### config.mk
export PLATFORM = sky130hd
export DESIGN_NAME = arpeggio_note_order_selector_flat
export DESIGN_NICKNAME = d
export VERILOG_FILES = /design/src/rtl/core/anos_pkg.sv /design/src/rtl/core/anos_if.sv /design/src/rtl/core/arpeggio_note_order_selector.sv /design/src/rtl/core/anos_mod_pipe.sv /design/src/flat_wrapper.sv
export SDC_FILE = /design/constraint.sdc
export NUM_CORES = 1
export LEC_CHECK = 0
export BUFFER_PORTS_ARGS = -buffer_cell sky130_fd_sc_hd__buf_2
export CORE_AREA = 2 2 161 242
export DETAILED_ROUTE_END_ITERATION = 12
export DIE_AREA = 0 0 163 244
export PLACE_DENSITY = 0.85
export SETUP_SLACK_MARGIN = 0.4
export SKIP_CTS_REPAIR_TIMING = 1
export SYNTH_ARGS = -nofsm -noshare
export SYNTH_HDL_FRONTEND = slang
export SYNTH_SLANG_ARGS = --single-unit
### constraint.sdc
create_clock -name clock -period 38 [get_ports clock]
set_input_delay 9.5 -clock clock [delete_from_list [all_inputs] [get_ports clock]]
set_output_delay 9.5 -clock clock [all_outputs]
set_load 0.01 [all_outputs]
### src/rtl/core/anos_pkg.sv
// Shared types and constants for the arpeggio note order selector.
package anos_pkg;
   localparam int StepWidth  = 16;
   localparam int CountWidth = 6;
   localparam int SlotWidth  = 5;
   localparam int OrderWidth = 4;
   localparam int SlotLimit  = 32;

   typedef enum logic [OrderWidth-1:0] {
      ORDER_CHORD    = 4'd0,
      ORDER_UP       = 4'd1,
      ORDER_DOWN     = 4'd2,
      ORDER_UPDOWN   = 4'd3,
      ORDER_DOWNUP   = 4'd4,
      ORDER_UPX2     = 4'd5,
      ORDER_DOWNX2   = 4'd6,
      ORDER_UPDOWNX2 = 4'd7,
      ORDER_CONVERGE = 4'd8,
      ORDER_DIVERGE  = 4'd9,
      ORDER_THUMB    = 4'd10,
      ORDER_UPPLUS   = 4'd11
   } order_type;

   // Control word passed from the front end to the modulo unit.
   typedef struct packed {
      logic [StepWidth-1:0] dividend;
      logic [CountWidth:0]  divisor;
   } mod_req_type;
endpackage

### src/rtl/core/anos_if.sv
// Valid/ready channel interfaces for the note order selector.
interface anos_req_if;
   import anos_pkg::*;
   logic                  valid;
   logic                  ready;
   logic [StepWidth-1:0]  step_counter;
   logic [CountWidth-1:0] held_count;
   modport source (output valid, output step_counter, output held_count, input ready);
   modport sink   (input valid, input step_counter, input held_count, output ready);
endinterface

interface anos_rsp_if;
   import anos_pkg::*;
   logic                 valid;
   logic                 ready;
   logic [SlotWidth-1:0] note_slot;
   logic                 octave_up;
   logic                 last_of_run;
   modport source (output valid, output note_slot, output octave_up, output last_of_run,
                   input ready);
   modport sink   (input valid, input note_slot, input octave_up, input last_of_run,
                   output ready);
endinterface

interface anos_csr_if;
   import anos_pkg::*;
   logic                  valid;
   logic                  ready;
   logic [OrderWidth-1:0] order_sel;
   modport source (output valid, output order_sel, input ready);
   modport sink   (input valid, input order_sel, output ready);
endinterface

### src/rtl/core/arpeggio_note_order_selector.sv
// Top level of the arpeggio note order selector.
// Each request passes through a front register stage, a sixteen stage remainder pipeline (one
// quotient bit per stage) and mapping logic into the output register; a new request may enter
// every cycle while the output is free and no chord is playing.
// A stalled output holds the whole pipeline. Single-result orders give one transaction per
// cycle while the receiver takes them; chord mode holds the pipeline while it plays slots 0
// to n-1, one per cycle. A zero note count or an unused order code gives no result.
module arpeggio_note_order_selector
   import anos_pkg::*;
#(
   parameter int MAX_NOTES = 32
)
(
   input logic clock,
   input logic reset,
   anos_req_if.sink   req,
   anos_rsp_if.source rsp,
   anos_csr_if.sink   csr
);
   localparam int CapRaw = (MAX_NOTES < SlotLimit) ? MAX_NOTES : SlotLimit;
   localparam logic [CountWidth-1:0] Cap = CountWidth'(CapRaw);

   order_type order_ff;
   always_ff @(posedge clock) begin
      if (reset) begin
         order_ff <= ORDER_UP;
      end else if (csr.valid && csr.ready) begin
         order_ff <= order_type'(csr.order_sel);
      end
   end
   assign csr.ready = 1'b1;

   // Output stage and chord sequencer.
   logic                  out_valid_ff;
   logic [SlotWidth-1:0]  out_slot_ff;
   logic                  out_oct_ff;
   logic                  out_last_ff;
   logic                  chord_ff;
   logic [CountWidth-1:0] chord_n_ff;
   logic [CountWidth-1:0] chord_i_ff;

   logic out_free;
   logic advance;
   assign out_free = !out_valid_ff || rsp.ready;
   assign advance  = out_free && !chord_ff;
   assign req.ready = advance;

   // Front stage: saturate count, pick divisor and dividend.
   logic                  f_valid_ff;
   logic [CountWidth-1:0] f_n_ff;
   logic [StepWidth-1:0]  f_p_ff;
   logic [CountWidth:0]   f_d_ff;
   logic                  f_valid_in;
   logic [CountWidth-1:0] n_sat;
   logic [StepWidth-1:0]  dividend;
   logic [CountWidth:0]   divisor;

   always_comb begin
      n_sat = (req.held_count > Cap) ? Cap : req.held_count;
      f_valid_in = req.valid && (n_sat != '0) && (order_ff <= ORDER_UPPLUS);
      dividend = req.step_counter;
      divisor  = {1'b0, n_sat};
      case (order_ff)
         ORDER_UPX2, ORDER_DOWNX2: dividend = req.step_counter >> 1;
         ORDER_UPDOWNX2: begin
            dividend = req.step_counter >> 1;
            divisor  = {n_sat - 1'b1, 1'b0};
         end
         ORDER_UPDOWN, ORDER_DOWNUP, ORDER_THUMB: divisor = {n_sat - 1'b1, 1'b0};
         ORDER_UPPLUS: divisor = {1'b0, n_sat} + 1'b1;
         default: ;
      endcase
      // single note: folding orders use divisor one, result zero
      if (divisor == '0) begin
         divisor = 7'd1;
      end
   end

   always_ff @(posedge clock) begin
      if (reset) begin
         f_valid_ff <= 1'b0;
      end else if (advance) begin
         f_valid_ff <= f_valid_in;
      end
      if (advance) begin
         f_n_ff <= n_sat;
         f_p_ff <= dividend;
         f_d_ff <= divisor;
      end
   end

   // Carry n alongside the remainder pipeline.
   localparam int Depth = StepWidth;
   logic [CountWidth-1:0] n_pipe_ff [Depth];
   always_ff @(posedge clock) begin
      if (advance) begin
         n_pipe_ff[0] <= f_n_ff;
         for (int i = 1; i < Depth; i++) begin
            n_pipe_ff[i] <= n_pipe_ff[i-1];
         end
      end
   end

   mod_req_type         m_req;
   logic                m_valid;
   logic [CountWidth:0] m_rem;
   logic [CountWidth-1:0] m_n;
   assign m_req.dividend = f_p_ff;
   assign m_req.divisor  = f_d_ff;
   assign m_n = n_pipe_ff[Depth-1];

   anos_mod_pipe u_mod (
      .clock     (clock),
      .reset     (reset),
      .advance   (advance),
      .in_valid  (f_valid_ff),
      .in_req    (m_req),
      .out_valid (m_valid),
      .remainder (m_rem)
   );

   // Mapping stage.
   logic [SlotWidth-1:0] slot;
   logic                 oct;
   logic [CountWidth:0]  q;
   logic [CountWidth:0]  nm1;
   logic [CountWidth:0]  half;
   logic [CountWidth:0]  mid;
   always_comb begin
      q    = m_rem;
      nm1  = {1'b0, m_n} - 1'b1;
      half = q >> 1;
      mid  = nm1 >> 1;
      oct  = 1'b0;
      slot = '0;
      case (order_ff)
         ORDER_UP, ORDER_UPX2: slot = q[SlotWidth-1:0];
         ORDER_DOWN, ORDER_DOWNX2: slot = SlotWidth'(nm1 - q);
         ORDER_UPDOWN, ORDER_UPDOWNX2:
            slot = (q <= nm1) ? q[SlotWidth-1:0] : SlotWidth'({nm1, 1'b0} - q);
         ORDER_DOWNUP:
            slot = (q <= nm1) ? SlotWidth'(nm1 - q) : SlotWidth'(q - nm1);
         ORDER_CONVERGE: slot = q[0] ? SlotWidth'(nm1 - half) : half[SlotWidth-1:0];
         ORDER_DIVERGE:  slot = q[0] ? SlotWidth'(mid + 1'b1 + half) : SlotWidth'(mid - half);
         ORDER_THUMB:    slot = q[0] ? SlotWidth'(half + 1'b1) : '0;
         ORDER_UPPLUS: begin
            if (q[CountWidth-1:0] == m_n) begin
               slot = nm1[SlotWidth-1:0];
               oct  = 1'b1;
            end else begin
               slot = q[SlotWidth-1:0];
            end
         end
         default: slot = '0;
      endcase
      if (m_n == 6'd1 && order_ff != ORDER_UPPLUS) begin
         slot = '0;
      end
   end

   always_ff @(posedge clock) begin
      if (reset) begin
         out_valid_ff <= 1'b0;
         chord_ff     <= 1'b0;
      end else if (chord_ff) begin
         if (out_free) begin
            // advance through the chord, one slot per transaction
            out_valid_ff <= 1'b1;
            out_slot_ff  <= chord_i_ff[SlotWidth-1:0];
            out_oct_ff   <= 1'b0;
            out_last_ff  <= (chord_i_ff + 1'b1 == chord_n_ff);
            chord_i_ff   <= chord_i_ff + 1'b1;
            chord_ff     <= (chord_i_ff + 1'b1 != chord_n_ff);
         end
      end else if (advance) begin
         if (m_valid && order_ff == ORDER_CHORD) begin
            out_valid_ff <= 1'b1;
            out_slot_ff  <= '0;
            out_oct_ff   <= 1'b0;
            out_last_ff  <= (m_n == 6'd1);
            chord_n_ff   <= m_n;
            chord_i_ff   <= 6'd1;
            chord_ff     <= (m_n != 6'd1);
         end else begin
            out_valid_ff <= m_valid;
            out_slot_ff  <= slot;
            out_oct_ff   <= oct;
            out_last_ff  <= 1'b1;
         end
      end
   end

   assign rsp.valid       = out_valid_ff;
   assign rsp.note_slot   = out_slot_ff;
   assign rsp.octave_up   = out_oct_ff;
   assign rsp.last_of_run = out_last_ff;
endmodule

### src/rtl/core/anos_mod_pipe.sv
// Pipelined restoring remainder unit: one quotient bit per stage.
module anos_mod_pipe
   import anos_pkg::*;
(
   input  logic                  clock,
   input  logic                  reset,
   input  logic                  advance,
   input  logic                  in_valid,
   input  mod_req_type           in_req,
   output logic                  out_valid,
   output logic [CountWidth:0]   remainder
);
   localparam int Stages = StepWidth;
   localparam int RemW   = CountWidth + 2;
   localparam int DivW   = CountWidth + 1;

   logic [Stages-1:0]          valid_ff;
   logic [DivW-1:0]            rem_ff  [Stages];
   logic [StepWidth-1:0]       num_ff  [Stages-1];
   logic [DivW-1:0]            div_ff  [Stages-1];

   for (genvar s = 0; s < Stages; s++) begin : g_stage
      logic                 valid_src;
      logic [DivW-1:0]      rem_src;
      logic [StepWidth-1:0] num_src;
      logic [DivW-1:0]      div_src;
      logic [RemW-1:0]      trial;
      logic [DivW-1:0]      rem_in;

      if (s == 0) begin : g_first
         assign valid_src = in_valid;
         assign rem_src   = '0;
         assign num_src   = in_req.dividend;
         assign div_src   = in_req.divisor;
      end else begin : g_next
         assign valid_src = valid_ff[s-1];
         assign rem_src   = rem_ff[s-1];
         assign num_src   = num_ff[s-1];
         assign div_src   = div_ff[s-1];
      end

      always_comb begin
         trial  = {rem_src, num_src[StepWidth-1-s]};
         rem_in = (trial >= {1'b0, div_src}) ? DivW'(trial - {1'b0, div_src})
                                             : trial[DivW-1:0];
      end

      always_ff @(posedge clock) begin
         if (reset) begin
            valid_ff[s] <= 1'b0;
         end else if (advance) begin
            valid_ff[s] <= valid_src;
         end
         if (advance) begin
            rem_ff[s] <= rem_in;
         end
      end

      // the last stage keeps only its remainder and valid bit
      if (s < Stages - 1) begin : g_carry
         always_ff @(posedge clock) begin
            if (advance) begin
               num_ff[s] <= num_src;
               div_ff[s] <= div_src;
            end
         end
      end
   end

   assign out_valid = valid_ff[Stages-1];
   assign remainder = rem_ff[Stages-1];
endmodule

### src/flat_wrapper.sv
// flat-port wrapper written by rule: the top's interface ports become plain ports
module arpeggio_note_order_selector_flat import anos_pkg::*;
#(
   parameter int MAX_NOTES = 32
)
  (clock, reset, req_valid, req_step_counter, req_held_count, req_ready, rsp_valid, rsp_note_slot, rsp_octave_up, rsp_last_of_run, rsp_ready, csr_valid, csr_order_sel, csr_ready);
  anos_req_if req_i ();
  anos_rsp_if rsp_i ();
  anos_csr_if csr_i ();
  input logic clock;
  input logic reset;
  input wire logic [$bits(req_i.valid)-1:0] req_valid;
  input wire logic [$bits(req_i.step_counter)-1:0] req_step_counter;
  input wire logic [$bits(req_i.held_count)-1:0] req_held_count;
  output wire logic [$bits(req_i.ready)-1:0] req_ready;
  output wire logic [$bits(rsp_i.valid)-1:0] rsp_valid;
  output wire logic [$bits(rsp_i.note_slot)-1:0] rsp_note_slot;
  output wire logic [$bits(rsp_i.octave_up)-1:0] rsp_octave_up;
  output wire logic [$bits(rsp_i.last_of_run)-1:0] rsp_last_of_run;
  input wire logic [$bits(rsp_i.ready)-1:0] rsp_ready;
  input wire logic [$bits(csr_i.valid)-1:0] csr_valid;
  input wire logic [$bits(csr_i.order_sel)-1:0] csr_order_sel;
  output wire logic [$bits(csr_i.ready)-1:0] csr_ready;
  assign req_i.valid = req_valid;
  assign req_i.step_counter = req_step_counter;
  assign req_i.held_count = req_held_count;
  assign req_ready = req_i.ready;
  assign rsp_valid = rsp_i.valid;
  assign rsp_note_slot = rsp_i.note_slot;
  assign rsp_octave_up = rsp_i.octave_up;
  assign rsp_last_of_run = rsp_i.last_of_run;
  assign rsp_i.ready = rsp_ready;
  assign csr_i.valid = csr_valid;
  assign csr_i.order_sel = csr_order_sel;
  assign csr_ready = csr_i.ready;
  arpeggio_note_order_selector #(.MAX_NOTES(MAX_NOTES)) u_core (.clock(clock), .reset(reset), .req(req_i), .rsp(rsp_i), .csr(csr_i));
endmodule
==> run_summary.xml, run 1 <==
<?xml version="1.0" encoding="UTF-8"?>
<metrics>
  <group name="synthesis">
    <metric name="post-synth-top-area-cell" unit="">sky130_fd_sc_hd__edfxtp_1</metric>
    <metric name="synthesis.area_per_instance" unit="um^2">13.5</metric>
    <metric name="netlist_area_before_placement" unit="mm^2">0.0234</metric>
    <metric name="largest_family_of_logic_cells_by_synthesized_area" unit="">adder cells</metric>
    <metric name="synth.yosys.seq_area_share" unit="%">63.6</metric>
    <metric name="synth_xor_area_share" unit="%">2.39</metric>
    <metric name="synth_top_cells_by_area" unit="">sky130_fd_sc_hd__edfxtp_1 (62%), sky130_fd_sc_hd__ha_1 (7.3%), sky130_fd_sc_hd__mux2_2 (3.6%)</metric>
    <metric name="postSynthRegisterBits" unit="">504</metric>
    <metric name="yosys.area_share.simple" unit="%">8.93</metric>
    <metric name="synth_flop_cell" unit="">sky130_fd_sc_hd__edfxtp_1</metric>
    <metric name="synth_top_area_share" unit="%">61.6</metric>
    <metric name="synth.mux.area_fraction" unit="%">5.44</metric>
    <metric name="yosys_warnings" unit="">0</metric>
    <metric name="synth-compound-area-share" unit="%">7.00</metric>
    <metric name="post_synthesis_net_count" unit="">1928</metric>
    <metric name="synth_enable_flop_cells" unit="">481</metric>
    <metric name="yosys.area_share.adder" unit="%">9.06</metric>
    <metric name="synth_async_sr_flop_share" unit="%">0</metric>
    <metric name="synth.lib_cells_used.distinct" unit="">69</metric>
    <metric name="synthesis.instances" unit="">1740</metric>
  </group>
  <group name="power_and_ir_drop">
    <metric name="p_leak" unit="nW">10.1</metric>
    <metric name="worst_ir_drop_vdd" unit="mV">0.0518</metric>
    <metric name="power_report.internal_total" unit="mW">1.27</metric>
    <metric name="share_clk_of_total_power" unit="%">23.4</metric>
    <metric name="p_per_area" unit="mW/mm^2">73.2</metric>
    <metric name="power" unit="mW">1.87</metric>
    <metric name="comb_power_share" unit="%">34.1</metric>
    <metric name="power.share.sequential" unit="%">42.5</metric>
    <metric name="power_switching" unit="mW">0.604</metric>
    <metric name="power_switching_share" unit="%">32.2</metric>
  </group>
  <group name="detailed_routing">
    <metric name="dr_vias" unit="">13700</metric>
    <metric name="routed_via_density" unit="">5.86</metric>
    <metric name="routed_wirelength" unit="mm">42.2</metric>
    <metric name="remaining_drc_errors" unit="">0</metric>
    <metric name="ant_nets" unit="">0</metric>
    <metric name="first_iteration_detailed_routing_drc_count" unit="">972</metric>
    <metric name="avgRoutedWirePerCell" unit="um">18.1</metric>
    <metric name="number_of_iterations_in_the_first_detailed_routing_pass" unit="">5</metric>
  </group>
  <group name="status">
    <metric name="status" unit="">complete, no violations</metric>
  </group>
  <group name="critical_path">
    <metric name="worstPathMaxFanout" unit="">124</metric>
    <metric name="critPathArrivalTime" unit="ps">11020</metric>
    <metric name="r2r_slack" unit="ps">33620</metric>
    <metric name="worst_setup_path_end_kind" unit="">output pin</metric>
    <metric name="worst-endpoint-required" unit="ps">28500</metric>
    <metric name="worst_setup_start_kind" unit="">primary input</metric>
    <metric name="critical_path_class" unit="">primary input to output pin</metric>
  </group>
  <group name="floorplanning">
    <metric name="die_x" unit="um">163</metric>
    <metric name="dieArea" unit="mm^2">0.0398</metric>
    <metric name="core_area" unit="mm^2">0.0376</metric>
    <metric name="core.rowCount" unit="">87</metric>
    <metric name="start_util" unit="%">62.4</metric>
    <metric name="num_io_pins" unit="">41</metric>
    <metric name="die_h" unit="um">244</metric>
  </group>
  <group name="clock_tree">
    <metric name="cts-buffers-inserted" unit="">46</metric>
    <metric name="ctsRootBufferMaster" unit="">sky130_fd_sc_hd__clkbuf_16</metric>
    <metric name="htree_num_levels" unit="">2</metric>
    <metric name="cts_tree" unit="">built</metric>
    <metric name="cts.clk_slew.worst_paths" unit="ps">60</metric>
    <metric name="clock_latency" unit="ps">570</metric>
    <metric name="number_of_buffers_between_clock_root_and_the_deepest_sink" unit="">3</metric>
    <metric name="clock_sink_count" unit="">504</metric>
  </group>
  <group name="grt">
    <metric name="first_global_vias" unit="">14200</metric>
    <metric name="antenna_found_initial" unit="">0</metric>
    <metric name="grt_overflow" unit="">0</metric>
    <metric name="global_route.usage.met3" unit="%">3.10</metric>
    <metric name="grt_first_pass_wirelength" unit="mm">68.7</metric>
    <metric name="grt_use_met2" unit="%">41.1</metric>
    <metric name="grt_max_degree" unit="">168</metric>
    <metric name="total_routing_resource_utilization_after_global_routing" unit="%">21.7</metric>
    <metric name="grt_busiest_layer" unit="">met2</metric>
    <metric name="grtUsageMet1" unit="%">24.0</metric>
  </group>
  <group name="sta">
    <metric name="finalHoldViolations" unit="">0</metric>
    <metric name="max_freq" unit="GHz">0.0487</metric>
    <metric name="setup-tns-final" unit="ps">0</metric>
    <metric name="final-max-slew-violation-count" unit="">0</metric>
    <metric name="max-slew-margin-rel" unit="%">38.4</metric>
    <metric name="final_min_period_over_clock_period" unit="%">54.0</metric>
    <metric name="rsz0062_at_grt" unit="">false</metric>
    <metric name="tightestPinTransition" unit="ps">916</metric>
    <metric name="clock-skew-final" unit="ps">24.3</metric>
    <metric name="minimum_clock_period_after_layout" unit="ps">20520</metric>
    <metric name="setup_viol" unit="">0</metric>
  </group>
  <group name="placement">
    <metric name="placement.io_buffers" unit="">39</metric>
    <metric name="detailedPlacementHpwl" unit="mm">28.7</metric>
    <metric name="routability_cong" unit="">0.908</metric>
  </group>
  <group name="layout">
    <metric name="drive_gt1_share" unit="%">10.8</metric>
    <metric name="num-fill-cells" unit="">2488</metric>
    <metric name="final_common_cell" unit="">sky130_fd_sc_hd__edfxtp_1</metric>
    <metric name="final_cell_mix" unit="">sky130_fd_sc_hd__edfxtp_1 (481), sky130_fd_sc_hd__inv_1 (191), sky130_fd_sc_hd__nor2_1 (144)</metric>
    <metric name="synthToLayoutAreaGrowth" unit="%">9.25</metric>
    <metric name="antennaDiodeCount" unit="">0</metric>
    <metric name="total_nets_final" unit="">1996</metric>
  </group>
  <group name="hold_path">
    <metric name="hold_path_class" unit="">register to register</metric>
  </group>
  <group name="job">
    <metric name="cap_viol_max_count" unit="">0</metric>
  </group>
</metrics>
-- worst paths after layout --
path | start | endpoint | cells after the start
setup / recovery | rsp_ready | req_ready | 5
hold / removal | u_core.u_mod.num_ff[1][49] | u_core.u_mod.num_ff[1][65] | 0
setup reg to reg | u_core.n_pipe_ff[15][0] | u_core.rsp.note_slot[2] | 11
hold reg to reg | u_core.u_mod.num_ff[1][49] | u_core.u_mod.num_ff[1][65] | 0
-- cell usage after synthesis (4+ instances only) --
master / number
sky130_fd_sc_hd__a221o_1: 5
sky130_fd_sc_hd__buf_2: 9
sky130_fd_sc_hd__and2_1: 4
sky130_fd_sc_hd__ha_1: 136
sky130_fd_sc_hd__o21ai_0: 75
sky130_fd_sc_hd__o22ai_1: 7
sky130_fd_sc_hd__and3_1: 7
sky130_fd_sc_hd__or4_1: 15
sky130_fd_sc_hd__nand4_1: 16
sky130_fd_sc_hd__nor2_1: 144
sky130_fd_sc_hd__clkbuf_1: 13
sky130_fd_sc_hd__nand3_1: 32
sky130_fd_sc_hd__nor2b_1: 27
sky130_fd_sc_hd__mux2i_1: 44
sky130_fd_sc_hd__or3_1: 17
sky130_fd_sc_hd__inv_1: 191
sky130_fd_sc_hd__nand2b_1: 22
sky130_fd_sc_hd__a21boi_0: 31
sky130_fd_sc_hd__nand2_1: 79
sky130_fd_sc_hd__mux2_2: 74
sky130_fd_sc_hd__fa_1: 21
sky130_fd_sc_hd__dfxtp_1: 23
sky130_fd_sc_hd__a211oi_1: 8
sky130_fd_sc_hd__nor3_1: 25
sky130_fd_sc_hd__xnor2_1: 47
sky130_fd_sc_hd__nor4_1: 16
sky130_fd_sc_hd__edfxtp_1: 481
sky130_fd_sc_hd__o211ai_1: 14
sky130_fd_sc_hd__a21oi_1: 61
sky130_fd_sc_hd__xor2_1: 17
sky130_fd_sc_hd__nor3b_1: 4
sky130_fd_sc_hd__o2111ai_1: 15
-- power groups by stage --
| stage | logic, mW | clock network (mW) | registers, mW |
|---|---|---|---|
| after global routing | 0.710 | 0.467 | 0.806 |
| after floorplan | 0.492 | 0 | 0.780 |
| after global placement | 0.591 | 0 | 0.802 |
| final | 0.639 | 0.439 | 0.797 |
| after CTS | 0.635 | 0.447 | 0.796 |
| after detailed placement | 0.624 | 0 | 0.806 |
-- flip-flops by register name, summed over array words and instances, names as in the netlist, 7 cells and up --
register,cells
u_core.u_mod.g_stage.valid_src,15
u_core.n_pipe_ff,96
u_core.u_mod.num_ff,120
u_core.f_d_ff,7
u_core.u_mod.rem_ff,112
u_core.u_mod.div_ff,105
u_core.f_p_ff,16
-- critical path, stage by stage --
cell,delay [ps]
sky130_fd_sc_hd__buf_2,80
sky130_fd_sc_hd__nor2b_1,60
sky130_fd_sc_hd__or2_2,460
sky130_fd_sc_hd__inv_8,610
sky130_fd_sc_hd__buf_2,260
-- kinds of logic after synthesis --
logic type | after synthesis
mux | 118
simple gates | 424
other cells | 1
flops | 504
xor+xnor | 64
buf+inv | 216
compound gates | 256
fa+ha+maj | 157
-- cell type report --
class                      count  area (um^2)  area share (%)
clock buffer                  56         1210            4.73
tap                          489          612            2.39
timing repair buffer          44          245           0.958
multi-input combinational   1020         7690            30.1
inverter                     192          728            2.84
clock inverter                27          206           0.806
sequential                   504        14900            58.2
-- per-stage QoR --
step	cell area [um^2]	hold WS (ps)	utilization, %	worst slack, ps	instances
final	25600	407	68.2	17480	2332
after global routing	25600	405	68.2	17340	2332
after CTS	25600	398	68.2	17470	2332
after detailed placement	24200	405	64.4	17470	2249
after global placement	24200	401	64.4	17480	2249
after floorplan	23400	400	-	5640	1740
-- layer usage --
layer  part of all wire [%]  routed length (um)  vias up
li1                       -                   -     6523
met1                     37               15700     6660
met3                    3.8                1600      124
met2                     55               23300      368
met5                      0                   0        -
met4                    3.9                1660        0
Note: power is estimated with default switching activity, not from simulation.
==> inputs of run 2 (changes only) <==
==> constraint.sdc (replaced) <==
create_clock -name clock -period 19.7 [get_ports clock]
set_input_delay 4.925 -clock clock [delete_from_list [all_inputs] [get_ports clock]]
set_output_delay 4.925 -clock clock [all_outputs]
set_load 0.01 [all_outputs]
==> run 2 against run 1 <==
  * Clock-buffer cell count shrank 3
  * Critical endpoint unchanged
  * Total power grew 100%
  * Sequential cell count is the same
  * Design area grew 0.91%
  * Largest cell class unchanged
==> run_summary.xml, run 2 (synthesized netlist as in run 1, its figures left out) <==
<?xml version="1.0" encoding="UTF-8"?>
<metrics>
  <group name="layout">
    <metric name="final_cell_count_without_fillers" unit="">2330</metric>
    <metric name="synthToLayoutAreaGrowth" unit="%">10.2</metric>
    <metric name="final_common_cell" unit="">sky130_fd_sc_hd__edfxtp_1</metric>
    <metric name="total_nets_final" unit="">1995</metric>
    <metric name="register_with_the_highest_flop_count" unit="">u_core.u_mod.num_ff</metric>
    <metric name="reg.largest.list" unit="">u_core.u_mod.num_ff (120), u_core.u_mod.rem_ff (112), u_core.u_mod.div_ff (105)</metric>
    <metric name="antennaDiodeCount" unit="">0</metric>
    <metric name="final_util" unit="%">68.8</metric>
    <metric name="drive_gt1_share" unit="%">10.7</metric>
    <metric name="final_cell_mix" unit="">sky130_fd_sc_hd__edfxtp_1 (481), sky130_fd_sc_hd__inv_1 (191), sky130_fd_sc_hd__nor2_1 (144)</metric>
    <metric name="final_cell_area" unit="mm^2">0.0258</metric>
    <metric name="largest_reg_flops" unit="">120</metric>
  </group>
  <group name="critical_path">
    <metric name="worst-endpoint-required" unit="ps">14780</metric>
    <metric name="worst_setup_start_kind" unit="">primary input</metric>
    <metric name="worst_setup_path_end_kind" unit="">output pin</metric>
    <metric name="critPathArrivalTime" unit="ps">6440</metric>
    <metric name="critical_path_class" unit="">primary input to output pin</metric>
    <metric name="worstPathMaxFanout" unit="">141</metric>
  </group>
  <group name="power_and_ir_drop">
    <metric name="worst_ir_drop_vdd" unit="mV">0.113</metric>
    <metric name="p_leak" unit="nW">10.2</metric>
    <metric name="power" unit="mW">3.76</metric>
    <metric name="p_per_area" unit="mW/mm^2">146</metric>
  </group>
  <group name="sta">
    <metric name="setup_slack" unit="ps">8340</metric>
    <metric name="finalHoldViolations" unit="">0</metric>
    <metric name="max-slew-margin-rel" unit="%">24.6</metric>
    <metric name="clock-skew-final" unit="ps">15.1</metric>
    <metric name="final_min_period_over_clock_period" unit="%">57.7</metric>
    <metric name="max_freq" unit="GHz">0.0880</metric>
    <metric name="rsz0062_at_grt" unit="">false</metric>
    <metric name="final-max-slew-violation-count" unit="">0</metric>
    <metric name="tightestPinTransition" unit="ps">1130</metric>
    <metric name="minimum_clock_period_after_layout" unit="ps">11360</metric>
    <metric name="setup-tns-final" unit="ps">0</metric>
    <metric name="hold_ws" unit="ps">411</metric>
    <metric name="setup_viol" unit="">0</metric>
  </group>
  <group name="clock_tree">
    <metric name="cts-buffers-inserted" unit="">45</metric>
    <metric name="cts_tree" unit="">built</metric>
    <metric name="ctsRootBufferMaster" unit="">sky130_fd_sc_hd__clkbuf_16</metric>
    <metric name="cts.clk_slew.worst_paths" unit="ps">70</metric>
    <metric name="number_of_buffers_between_clock_root_and_the_deepest_sink" unit="">3</metric>
    <metric name="clock_latency" unit="ps">560</metric>
    <metric name="htree_num_levels" unit="">2</metric>
    <metric name="clock_sink_count" unit="">504</metric>
  </group>
  <group name="hold_path">
    <metric name="hold_path_class" unit="">register to register</metric>
  </group>
  <group name="grt">
    <metric name="antenna_found_initial" unit="">0</metric>
    <metric name="first_global_vias" unit="">14300</metric>
    <metric name="grt_max_degree" unit="">142</metric>
    <metric name="total_routing_resource_utilization_after_global_routing" unit="%">22.5</metric>
    <metric name="grt_first_pass_wirelength" unit="mm">71.1</metric>
    <metric name="grt_overflow" unit="">0</metric>
  </group>
  <group name="detailed_routing">
    <metric name="routed_wirelength" unit="mm">43.7</metric>
    <metric name="remaining_drc_errors" unit="">0</metric>
    <metric name="routed_via_density" unit="">5.93</metric>
    <metric name="dr_vias" unit="">13800</metric>
    <metric name="ant_nets" unit="">0</metric>
    <metric name="number_of_iterations_in_the_first_detailed_routing_pass" unit="">5</metric>
    <metric name="first_iteration_detailed_routing_drc_count" unit="">1044</metric>
    <metric name="avgRoutedWirePerCell" unit="um">18.8</metric>
  </group>
  <group name="floorplanning">
    <metric name="die_x" unit="um">163</metric>
    <metric name="dieArea" unit="mm^2">0.0398</metric>
    <metric name="num_io_pins" unit="">41</metric>
    <metric name="start_util" unit="%">62.4</metric>
    <metric name="core_area" unit="mm^2">0.0376</metric>
    <metric name="core.rowCount" unit="">87</metric>
    <metric name="die_h" unit="um">244</metric>
  </group>
  <group name="placement">
    <metric name="routability_cong" unit="">0.893</metric>
    <metric name="numPlacedInstances" unit="">2249</metric>
    <metric name="placement.io_buffers" unit="">39</metric>
    <metric name="detailedPlacementHpwl" unit="mm">29.5</metric>
    <metric name="place_area" unit="mm^2">0.0242</metric>
    <metric name="preCtsSetupSlack" unit="ps">8290</metric>
  </group>
  <group name="job">
    <metric name="cap_viol_max_count" unit="">0</metric>
  </group>
  <group name="status">
    <metric name="status" unit="">complete, no violations</metric>
  </group>
</metrics>
[run 2: final timing paths]
path         slack, ps  cells after the start                       to               startpoint
max reg2reg      15410                     11  u_core.rsp.note_slot[2]  u_core.n_pipe_ff[15][0]
max               8340                      5                req_ready                rsp_ready
min reg2reg        410                      0  u_core.n_pipe_ff[12][1]  u_core.n_pipe_ff[11][1]
min                410                      0  u_core.n_pipe_ff[12][1]  u_core.n_pipe_ff[11][1]
[run 2: layout make-up]
| class | count | area, um^2 |
|---|---|---|
| sequential | 504 | 14900 |
| fill | 2419 | 11700 |
| multi-input combinational | 1020 | 7690 |
| clock buffer | 53 | 1200 |
| inverter | 192 | 728 |
| tap | 489 | 612 |
| clock inverter | 28 | 463 |
| timing repair buffer | 44 | 233 |
[run 2: routing by layer]
metal,track usage (%),part of all wire (%)
met1,25.8,38
met2,41.5,54
met3,3.00,4.3
met4,10.4,4.5
met5,0,0
[run 2: worst max-delay path, stage by stage]
cell	delay [ps]
sky130_fd_sc_hd__buf_2	80
sky130_fd_sc_hd__nor2b_1	60
sky130_fd_sc_hd__or2_2	450
sky130_fd_sc_hd__inv_8	590
sky130_fd_sc_hd__buf_2	260
[run 2: where the power goes]
group	leakage [nW]	switching, mW	internal, mW
logic	3.95	0.682	0.563
registers	5.45	0.118	1.42
clock network	0.802	0.374	0.605
total	10.2	1.17	2.59
==> inputs of run 3 (changes only) <==
==> constraint.sdc (replaced) <==
create_clock -name clock -period 11.51 [get_ports clock]
set_input_delay 2.8775 -clock clock [delete_from_list [all_inputs] [get_ports clock]]
set_output_delay 2.8775 -clock clock [all_outputs]
set_load 0.01 [all_outputs]
==> run 3 against run 2 <==
  * Via count is 0.53% higher
  * Hold slack hardly changed
  * Sequential cell count unchanged
  * Global-route usage fell by 0.25 points
  * Final cell count up 0.17%
  * Clock-buffer cell count grew 2
  * Sequential share of layout area up 0.36 points
  * Largest cell class unchanged
==> run_summary.xml, run 3 (synthesized netlist as in run 1, its figures left out) <==
<?xml version="1.0" encoding="UTF-8"?>
<metrics>
  <group name="job">
    <metric name="cap_viol_max_count" unit="">0</metric>
  </group>
  <group name="layout">
    <metric name="antennaDiodeCount" unit="">0</metric>
    <metric name="final_cell_mix" unit="">sky130_fd_sc_hd__edfxtp_1 (481), sky130_fd_sc_hd__inv_1 (191), sky130_fd_sc_hd__nor2_1 (144)</metric>
    <metric name="final_cell_area" unit="mm^2">0.0257</metric>
    <metric name="final_common_cell" unit="">sky130_fd_sc_hd__edfxtp_1</metric>
    <metric name="drive_gt1_share" unit="%">11.1</metric>
    <metric name="multi_input_comb_area" unit="mm^2">0.00769</metric>
    <metric name="largest_reg_flops" unit="">120</metric>
    <metric name="synthToLayoutAreaGrowth" unit="%">9.57</metric>
    <metric name="total_nets_final" unit="">1996</metric>
    <metric name="reg.largest.list" unit="">u_core.u_mod.num_ff (120), u_core.u_mod.rem_ff (112), u_core.u_mod.div_ff (105)</metric>
    <metric name="final-seq-area" unit="mm^2">0.0149</metric>
    <metric name="num-fill-cells" unit="">2425</metric>
    <metric name="register_with_the_highest_flop_count" unit="">u_core.u_mod.num_ff</metric>
  </group>
  <group name="placement">
    <metric name="detailedPlacementHpwl" unit="mm">29.2</metric>
    <metric name="routability_cong" unit="">0.902</metric>
    <metric name="placement.io_buffers" unit="">39</metric>
    <metric name="place_area" unit="mm^2">0.0242</metric>
  </group>
  <group name="floorplanning">
    <metric name="num_io_pins" unit="">41</metric>
    <metric name="core.rowCount" unit="">87</metric>
    <metric name="start_util" unit="%">62.4</metric>
    <metric name="dieArea" unit="mm^2">0.0398</metric>
    <metric name="core_area" unit="mm^2">0.0376</metric>
    <metric name="die_h" unit="um">244</metric>
    <metric name="die_x" unit="um">163</metric>
  </group>
  <group name="detailed_routing">
    <metric name="first_iteration_detailed_routing_drc_count" unit="">1099</metric>
    <metric name="remaining_drc_errors" unit="">0</metric>
    <metric name="routed_wirelength" unit="mm">43.5</metric>
    <metric name="ant_nets" unit="">0</metric>
    <metric name="wl_met1" unit="mm">15.9</metric>
    <metric name="routed_via_density" unit="">5.95</metric>
    <metric name="dr_vias" unit="">13900</metric>
    <metric name="met2WireLength" unit="mm">23.7</metric>
    <metric name="avgRoutedWirePerCell" unit="um">18.7</metric>
    <metric name="met3RoutedLength" unit="mm">1.79</metric>
    <metric name="number_of_iterations_in_the_first_detailed_routing_pass" unit="">6</metric>
    <metric name="top_signal_layer_used" unit="">met4</metric>
  </group>
  <group name="critical_path">
    <metric name="worstPathMaxFanout" unit="">119</metric>
    <metric name="startpoint" unit="">rsp_ready</metric>
    <metric name="worst_setup_path_end_kind" unit="">output pin</metric>
    <metric name="worst_setup_start_kind" unit="">primary input</metric>
    <metric name="critical_path_class" unit="">primary input to output pin</metric>
    <metric name="worst-endpoint-required" unit="ps">8630</metric>
    <metric name="critPathArrivalTime" unit="ps">4370</metric>
    <metric name="worst_r2r_startpoint" unit="">u_core.n_pipe_ff[15][0]</metric>
  </group>
  <group name="grt">
    <metric name="grt_overflow" unit="">0</metric>
    <metric name="antenna_found_initial" unit="">0</metric>
    <metric name="first_global_vias" unit="">14500</metric>
    <metric name="grt_first_pass_wirelength" unit="mm">70.5</metric>
    <metric name="total_routing_resource_utilization_after_global_routing" unit="%">22.3</metric>
    <metric name="grt_max_degree" unit="">199</metric>
  </group>
  <group name="clock_tree">
    <metric name="htree_num_levels" unit="">2</metric>
    <metric name="cts-buffers-inserted" unit="">47</metric>
    <metric name="clock_latency" unit="ps">570</metric>
    <metric name="number_of_buffers_between_clock_root_and_the_deepest_sink" unit="">3</metric>
    <metric name="cts_tree" unit="">built</metric>
    <metric name="cts.clk_slew.worst_paths" unit="ps">60</metric>
    <metric name="ctsRootBufferMaster" unit="">sky130_fd_sc_hd__clkbuf_16</metric>
    <metric name="clock_sink_count" unit="">504</metric>
  </group>
  <group name="sta">
    <metric name="minimum_clock_period_after_layout" unit="ps">7250</metric>
    <metric name="rsz0062_at_grt" unit="">false</metric>
    <metric name="clock-skew-final" unit="ps">28.9</metric>
    <metric name="tightestPinTransition" unit="ps">1210</metric>
    <metric name="setup-tns-final" unit="ps">0</metric>
    <metric name="finalHoldViolations" unit="">0</metric>
    <metric name="final-max-slew-violation-count" unit="">0</metric>
    <metric name="max_freq" unit="GHz">0.138</metric>
    <metric name="max-slew-margin-rel" unit="%">19.3</metric>
    <metric name="final_min_period_over_clock_period" unit="%">63.0</metric>
    <metric name="setup_viol" unit="">0</metric>
  </group>
  <group name="hold_path">
    <metric name="worstHoldStart" unit="">u_core.u_mod.num_ff[1][0]</metric>
    <metric name="hold_path_class" unit="">register to register</metric>
  </group>
  <group name="status">
    <metric name="status" unit="">complete, no violations</metric>
  </group>
  <group name="power_and_ir_drop">
    <metric name="p_per_area" unit="mW/mm^2">244</metric>
    <metric name="p_leak" unit="nW">10.1</metric>
    <metric name="power" unit="mW">6.28</metric>
    <metric name="worst_ir_drop_vdd" unit="mV">0.161</metric>
  </group>
</metrics>
## run 3: cell types whose count changed in the layout (fill, tap and decap cells not counted), moves of 2 or more
| cell | previous run | this run |
|---|---|---|
| sky130_fd_sc_hd__clkinv_1 | 10 | 5 |
| sky130_fd_sc_hd__bufinv_16 | 13 | 3 |
| sky130_fd_sc_hd__clkinv_2 | 2 | 9 |
| sky130_fd_sc_hd__clkinv_4 | 1 | 3 |
| sky130_fd_sc_hd__clkinvlp_4 | 1 | 7 |
| sky130_fd_sc_hd__buf_4 | 5 | 3 |
## run 3: final cells by class
cell class	count	area share [%]
clock buffers	55	4.74
clock inverters	31	1.10
inverters	192	2.84
multi-input cells	1020	30.0
flip-flops and latches	504	58.1
well taps	489	2.38
repair buffers	43	0.926
## run 3: worst max-delay path, stage by stage
cell and delay [ps]:
sky130_fd_sc_hd__buf_2 80, sky130_fd_sc_hd__nor2b_1 60, sky130_fd_sc_hd__or2_2 460, sky130_fd_sc_hd__inv_8 580, sky130_fd_sc_hd__buf_2 260
## run 3: stage by stage
step	worst slack (ps)	utilization [%]	hold WS, ps	instances
after floorplan	1760	-	400	1740
after global placement	4270	64.4	401	2248
after detailed placement	4250	64.4	405	2248
after CTS	4250	68.4	411	2334
after global routing	4160	68.4	419	2334
final	4260	68.4	412	2334
## run 3: path summary, 6_finish.rpt
kind              slack [ps]                         end  cells after the start
hold / removal           410  u_core.u_mod.num_ff[1][16]                      0
setup reg to reg        7270     u_core.rsp.note_slot[2]                     11
hold reg to reg          410  u_core.u_mod.num_ff[1][16]                      0
setup / recovery        4260                   req_ready                      5
## run 3: layer usage
layer | up-vias | global-route usage, %
met4 | 0 | 10.9
met2 | 445 | 42.1
met5 | - | 0
met3 | 153 | 2.99
li1 | 6522 | -
met1 | 6765 | 24.2
## run 3: power by group
part / switching [mW] / internal, mW / total, mW
Clock: 0.673 / 0.835 / 1.51
Combinational: 1.16 / 0.965 / 2.13
Sequential: 0.202 / 2.44 / 2.64
